$ cat config.mk
export PLATFORM = sky130hd
export DESIGN_NAME = rs_16_13_parity_encoder
export DESIGN_NICKNAME = d
export VERILOG_FILES = /design/src/design/rs1613_pkg.sv /design/src/design/rs_16_13_parity_encoder.sv /design/src/design/rs1613_lfsr.sv
export SDC_FILE = /design/constraint.sdc
export NUM_CORES = 1
export LEC_CHECK = 0
export CORE_MARGIN = 1.5
export CORE_UTILIZATION = 40
export CTS_BUF_LIST = sky130_fd_sc_hd__clkbuf_4 sky130_fd_sc_hd__clkbuf_8
export CTS_CLUSTER_DIAMETER = 150
export CTS_CLUSTER_SIZE = 12
export DETAILED_ROUTE_END_ITERATION = 16
export DONT_BUFFER_PORTS = 1
export HOLD_SLACK_MARGIN = 0.12
export PLACE_DENSITY_LB_ADDON = 0.3
export SYNTH_ARGS = -nofsm -noshare
export SYNTH_HDL_FRONTEND = slang
export SYNTH_HIERARCHICAL = 1
export SYNTH_SLANG_ARGS = --single-unit
export TNS_END_PERCENT = 1
$ cat constraint.sdc
create_clock -name clk -period 5.6 [get_ports clk]
set_input_delay 0.28 -clock clk [delete_from_list [all_inputs] [get_ports clk]]
set_output_delay 0.28 -clock clk [all_outputs]
set_load 0.05 [all_outputs]
$ cat src/design/rs1613_pkg.sv
// Package for the RS(16,13) parity encoder: GF(256) constants, the
// constant-multiply function and the types shared by the modules.
// No dependencies.
`default_nettype none
package rs1613_pkg;

  localparam int unsigned NUM_PAR = 3;

  // low byte of the field polynomial x^8+x^4+x^3+x^2+1
  localparam logic [7:0] GF_POLY_LOW = 8'h1D;

  // generator g(x) = x^3 + 0x0e x^2 + 0x38 x + 0x40
  localparam logic [7:0] GEN_C0 = 8'h0E;
  localparam logic [7:0] GEN_C1 = 8'h38;
  localparam logic [7:0] GEN_C2 = 8'h40;

  typedef logic [NUM_PAR-1:0][7:0] par_t;

  typedef struct packed {
    logic step;   // data item accepted this cycle
    logic last;   // it is the final data byte of the block
  } lfsr_ctrl_t;

  // GF(256) product; with one operand constant this folds to an XOR tree
  function automatic logic [7:0] gf_mul(input logic [7:0] x, input logic [7:0] y);
    logic [7:0] acc;
    logic [7:0] a;
    acc = 8'h00;
    a   = x;
    for (int k = 0; k < 8; k++) begin
      if (y[k]) begin
        acc = acc ^ a;
      end
      a = a[7] ? ({a[6:0], 1'b0} ^ GF_POLY_LOW) : {a[6:0], 1'b0};
    end
    return acc;
  endfunction

endpackage
`default_nettype wire

$ cat src/design/rs_16_13_parity_encoder.sv
// Top level of the RS(16,13) systematic parity encoder over GF(256).
// Depends on rs1613_pkg and rs1613_lfsr.
//
// Each data byte on the slave stream is registered and passed to the master
// stream in the next cycle, one byte per cycle while the master side accepts
// and no parity is pending. After the DATA_BYTES-th byte of a block the
// three parity bytes p0, p1, p2 follow, tlast set on p2: s_tready is held low
// while the parity buffer drains through the output register. A full output
// register that is taken in the same cycle does not stall the input.
`default_nettype none
module rs_16_13_parity_encoder #(
  parameter int unsigned DATA_BYTES = 13
) (
  input  wire logic       clk,
  input  wire logic       rst,
  input  wire logic       s_tvalid,
  output logic            s_tready,
  input  wire logic [7:0] s_tdata,   // [7:0] data_byte
  output logic            m_tvalid,
  input  wire logic       m_tready,
  output logic [7:0]      m_tdata,   // [7:0] out_byte
  output logic            m_tlast    // block_end
);
  import rs1613_pkg::*;

  localparam int unsigned CW = $clog2(DATA_BYTES + 1);
  localparam logic [CW-1:0] LAST_IDX = CW'(DATA_BYTES - 1);

  logic [CW-1:0] count;
  par_t          par_buf;
  logic [1:0]    par_left;
  par_t          par_next;
  lfsr_ctrl_t    ctrl;
  logic          out_free;
  logic          in_fire;
  logic          is_last;

  assign out_free  = !m_tvalid || m_tready;
  assign s_tready  = out_free && (par_left == 2'd0);
  assign in_fire   = s_tvalid && s_tready;
  assign is_last   = (count == LAST_IDX);
  assign ctrl.step = in_fire;
  assign ctrl.last = is_last;

  rs1613_lfsr u_lfsr (
    .clk      (clk),
    .rst      (rst),
    .ctrl     (ctrl),
    .data     (s_tdata),
    .par_next (par_next)
  );

  always_ff @(posedge clk) begin
    if (rst) begin
      count    <= '0;
      par_left <= 2'd0;
      m_tvalid <= 1'b0;
    end else if (in_fire) begin
      count    <= is_last ? '0 : count + CW'(1);
      par_left <= is_last ? 2'(NUM_PAR) : 2'd0;
      m_tvalid <= 1'b1;
    end else if (out_free) begin
      m_tvalid <= (par_left != 2'd0);
      if (par_left != 2'd0) begin
        par_left <= par_left - 2'd1;
      end
    end
  end

  // payload: output register and the parity shift buffer
  always_ff @(posedge clk) begin
    if (in_fire) begin
      m_tdata <= s_tdata;
      m_tlast <= 1'b0;
      if (is_last) begin
        par_buf <= par_next;
      end
    end else if (out_free && par_left != 2'd0) begin
      m_tdata <= par_buf[0];
      m_tlast <= (par_left == 2'd1);
      par_buf <= {8'h00, par_buf[NUM_PAR-1:1]};
    end
  end

  a_par_load: assert property (@(posedge clk) disable iff (rst)
    in_fire && is_last |=> par_left == 2'(NUM_PAR))
    else $error("parity buffer not loaded after final data byte");

  a_last_empty: assert property (@(posedge clk) disable iff (rst)
    m_tvalid && m_tlast |-> par_left == 2'd0)
    else $error("tlast shown with parity still pending");

  a_stall: assert property (@(posedge clk) disable iff (rst)
    par_left != 2'd0 |-> !s_tready)
    else $error("input taken while parity pending");

  a_count_range: assert property (@(posedge clk) disable iff (rst)
    count <= LAST_IDX)
    else $error("byte count past block length");

endmodule
`default_nettype wire

$ cat src/design/rs1613_lfsr.sv
// Three-byte parity LFSR dividing by the RS generator polynomial.
// Depends on rs1613_pkg.
`default_nettype none
module rs1613_lfsr (
  input  wire logic                  clk,
  input  wire logic                  rst,
  input  wire rs1613_pkg::lfsr_ctrl_t ctrl,
  input  wire logic [7:0]            data,
  output rs1613_pkg::par_t           par_next
);
  import rs1613_pkg::*;

  par_t       par;
  logic [7:0] fb;

  always_comb begin
    fb          = data ^ par[0];
    par_next[0] = par[1] ^ gf_mul(GEN_C0, fb);
    par_next[1] = par[2] ^ gf_mul(GEN_C1, fb);
    par_next[2] = gf_mul(GEN_C2, fb);
  end

  // cleared after the final byte; the finished parity is taken from par_next
  always_ff @(posedge clk) begin
    if (rst) begin
      par <= '0;
    end else if (ctrl.step) begin
      par <= ctrl.last ? par_t'(0) : par_next;
    end
  end

endmodule
`default_nettype wire
==> out/qor.txt <==
Status = finished clean
Total Die Area = 8640 sq um
Clock net sink count = 64
Simple-gate area share of the yosys netlist = 8.85%
Crit path max fanout = 35
Compound-cell area share of the yosys netlist = 8.81%
Post-CTS clock slew at the launch and capture registers of the worst setup and hold paths = 0.07 ns
Synthesized-area fraction occupied by adder cells = 1.55%
Average wire length per cell after detail routing = 16.7 microns
Unrepaired setup endpoints after global routing = no
Upper clock frequency limit = 0.299 GHz
Maximum number of pins on one net before global-route repair = 36
Largest incremental delay on the critical path = 1.05 ns
Overall global routing resource usage = 15.3%
Setup-failing EPs final = 0
WP buf/inv = 2
Core area = 7770 sq um
Setup Skew = 0.00690 ns
Final cycle utilization of the critical path = 59.8%
Effective utilization at floorplan = 41.7%
Total half-perimeter wirelength after legalization and detailed placement = 3830 microns
Horizontal extent of the die = 93.0 microns
Area growth syn-to-layout = 8.47%
Final TNS setup = 0 ns
Post-synth top area share = 29.7%
Avg Cell Area, Syn = 12.8 sq um
Post-route antenna net violation count = 0
Relative max-transition margin = 15.8%
Number of nets in the finished design = 274
Capturing element type of the critical path = flip-flop
Area taken by multi-input logic gates = 1550 sq um
Chip height = 93.0 microns
Number of warnings printed during yosys synthesis = 6
Cell family with the largest share of critical-path delay = simple AND/OR/NAND/NOR gates
Initial antenna violation count = 0
Count of instances resized after the clock tree is built = 0
Gpl congestion = 0.797
Number of port buffers = 0
Post-CTS Hold Fix Bufs = 2
Final slew viol count = 0
Number of cells produced by synthesis = 253
Level count of the clock H-tree = 3
Area of the mapped netlist = 3240 sq um
Crit-path slowest cell = sky130_fd_sc_hd__nor2b_1
I/O pin count = 23
Worst endpoint data arrival time = 3.62 ns
CP Data Required Time = 5.87 ns
Post-CTS setup-driven buffer insertion count = 0
Launching element type of the critical path = flip-flop
Number of distinct standard cells referenced by the synthesized netlist = 40
Root Driver = sky130_fd_sc_hd__clkbuf_8
Main combinational cell family by area after synthesis = XOR/XNOR gates
WL final = 6090 microns
Worst-Margin Slew = 1.26 ns
Max-cap viol count = 0
Tightest Hold Check Type = in2reg
Buffers from clock root to sink, at most = 2
Vias per Instance = 5.08
Most frequent cell on the critical path = sky130_fd_sc_hd__nor2b_1
Number of global-route vias before repair = 1873
Design Area, Final = 3510 sq um
Count of fill cells added during filler insertion = 737
Violation count after the first detailed-routing iteration = 87
Placed Area = 3320 sq um
Syn_nets = 269
Seq cells post-synth = 64
Total number of placement rows = 32
Share of cell area taken by muxes after synthesis = 8.35%
Clock latency on the worst-skew pair = 0.33 ns
First-pass iteration count of the detailed router = 4
Number of CTS-inserted buffers = 9
DRC viols = 0
CP cell instances = inv_1, ha_1, nand2_2, nor2_4, buf_4, nor2b_1, nor2b_1, a22o_2
Ratio of cells with drive above 1 in the final layout = 24.0%
Overall via count from detail_route = 1848
Share of synthesized area occupied by flip-flops and latches = 49.5%
Critical path class = reg2reg
Shortest clock period the worst path allows after layout = 3.35 ns
Total congestion overflow = 0
Cell types with the largest area share after synthesis = sky130_fd_sc_hd__edfxtp_1 30%, sky130_fd_sc_hd__dfxtp_1 20%, sky130_fd_sc_hd__mux2_2 8.3%, sky130_fd_sc_hd__xnor2_1 7.0%, sky130_fd_sc_hd__a22o_1 3.8%
Final-report hold violation count = 0
Leading area contributor after synthesis = sky130_fd_sc_hd__edfxtp_1
Antenna diode count = 0
CTS tree = yes
Wire length of the first global-routing pass = 9810 microns
Post-Synth XOR/XNOR Area = 20.3%
Area of all sequential standard cells = 1600 sq um
## cells in the final DEF, fill, tap and decap left out, types with 2 or more instances in the layout
| master | instances |
|---|---|
| sky130_fd_sc_hd__xor2_1 | 10 |
| sky130_fd_sc_hd__a22o_1 | 14 |
| sky130_fd_sc_hd__edfxtp_1 | 32 |
| sky130_fd_sc_hd__dlygate4sd3_1 | 2 |
| sky130_fd_sc_hd__mux2_2 | 24 |
| sky130_fd_sc_hd__xnor2_2 | 7 |
| sky130_fd_sc_hd__buf_4 | 2 |
| sky130_fd_sc_hd__nand3_1 | 4 |
| sky130_fd_sc_hd__or4_1 | 2 |
| sky130_fd_sc_hd__o21ai_0 | 5 |
| sky130_fd_sc_hd__xor2_2 | 6 |
| sky130_fd_sc_hd__nor2b_1 | 11 |
| sky130_fd_sc_hd__nor2_1 | 11 |
| sky130_fd_sc_hd__a21oi_1 | 16 |
| sky130_fd_sc_hd__clkbuf_4 | 4 |
| sky130_fd_sc_hd__and2_1 | 2 |
| sky130_fd_sc_hd__inv_1 | 7 |
| sky130_fd_sc_hd__and3_1 | 9 |
| sky130_fd_sc_hd__or2b_1 | 2 |
| sky130_fd_sc_hd__clkbuf_8 | 10 |
| sky130_fd_sc_hd__xnor2_4 | 3 |
| sky130_fd_sc_hd__ha_1 | 4 |
| sky130_fd_sc_hd__xnor2_1 | 26 |
| sky130_fd_sc_hd__dfxtp_1 | 32 |
## cell usage after synthesis
master	n
sky130_fd_sc_hd__o21ai_0	5
sky130_fd_sc_hd__mux2_2	24
sky130_fd_sc_hd__nor2b_4	1
sky130_fd_sc_hd__a311oi_1	1
sky130_fd_sc_hd__nand3b_1	1
sky130_fd_sc_hd__xor2_2	6
sky130_fd_sc_hd__xnor2_4	3
sky130_fd_sc_hd__a22o_2	1
sky130_fd_sc_hd__clkbuf_1	5
sky130_fd_sc_hd__or2b_1	2
sky130_fd_sc_hd__a31oi_1	1
sky130_fd_sc_hd__a221oi_1	1
sky130_fd_sc_hd__xor2_1	10
sky130_fd_sc_hd__nand4_1	1
sky130_fd_sc_hd__nor2_1	11
sky130_fd_sc_hd__xnor2_2	7
sky130_fd_sc_hd__buf_2	1
sky130_fd_sc_hd__a21oi_1	16
sky130_fd_sc_hd__and3_1	9
sky130_fd_sc_hd__dfxtp_1	32
sky130_fd_sc_hd__nor2_4	1
sky130_fd_sc_hd__ha_1	4
sky130_fd_sc_hd__or4_1	2
sky130_fd_sc_hd__buf_6	2
sky130_fd_sc_hd__a21o_1	1
sky130_fd_sc_hd__xnor3_1	1
sky130_fd_sc_hd__a21o_2	1
sky130_fd_sc_hd__nand4b_1	1
sky130_fd_sc_hd__inv_1	7
sky130_fd_sc_hd__nand3_1	4
sky130_fd_sc_hd__o31ai_1	1
sky130_fd_sc_hd__buf_4	2
sky130_fd_sc_hd__nor2b_1	11
sky130_fd_sc_hd__xnor3_2	1
sky130_fd_sc_hd__a22o_1	14
sky130_fd_sc_hd__and2_1	2
sky130_fd_sc_hd__xnor2_1	26
sky130_fd_sc_hd__nand2_1	1
sky130_fd_sc_hd__nand2_2	1
sky130_fd_sc_hd__edfxtp_1	32
## worst paths after layout
check | startpoint | to | slack [ns] | depth (start not counted)
setup reg to reg | par_left[0] | u_lfsr/par[2] | 2.25 | 8
hold / removal | s_tdata[7] | m_tdata[7] | 0.17 | 1
hold reg to reg | u_lfsr/par[22] | u_lfsr/par[22] | 0.50 | 1
setup / recovery | par_left[0] | u_lfsr/par[2] | 2.25 | 8
## state kept, by name, summed over array words and instances, names as in the netlist
signal / count
par_buf: 24
m_tdata: 8
m_tvalid: 1
u_lfsr/par: 24
m_tlast: 1
count: 4
par_left: 2
## per-stage QoR
step / instances / setup slack [ns] / util [%] / hold WS [ns]
after global placement: 347 / 2.37 / 42.7 / 0.356
after floorplan: 253 / 3.33 / - / 0.349
after detailed placement: 347 / 2.28 / 42.7 / 0.353
after global routing: 364 / 2.06 / 45.2 / 0.153
final: 364 / 2.25 / 45.2 / 0.169
after CTS: 364 / 2.26 / 45.2 / 0.157
## layout make-up
| class | count | share of cell area (%) |
|---|---|---|
| flip-flops and latches | 64 | 45.6 |
| multi-input cells | 172 | 44.1 |
| clock buffers | 14 | 4.78 |
| repair buffers | 4 | 0.998 |
| inverters | 7 | 0.748 |
| well taps | 102 | 3.64 |
| clock inverters | 1 | 0.143 |
## routing by layer
layer	up-vias	GRT usage, %	routed length, microns
met5	-	0	0
met1	903	19.9	2890
li1	901	-	-
met2	36	24.0	2900
met4	0	6.19	84
met3	8	4.35	217
## cell families (layout without fill, tap and decap cells)
logic type | after synthesis | in the layout
buffers and inverters | 17 | 26
flip-flops | 64 | 64
AND/OR/NAND/NOR | 48 | 48
XOR/XNOR | 54 | 54
AO/OA/AOI/OAI | 42 | 42
adder cells (fa/ha/maj) | 4 | 4
multiplexers | 24 | 24
Power is left out: the tool's default activity adds up to more than one toggle a clock period on the data nets, which glitch-free logic cannot reach.
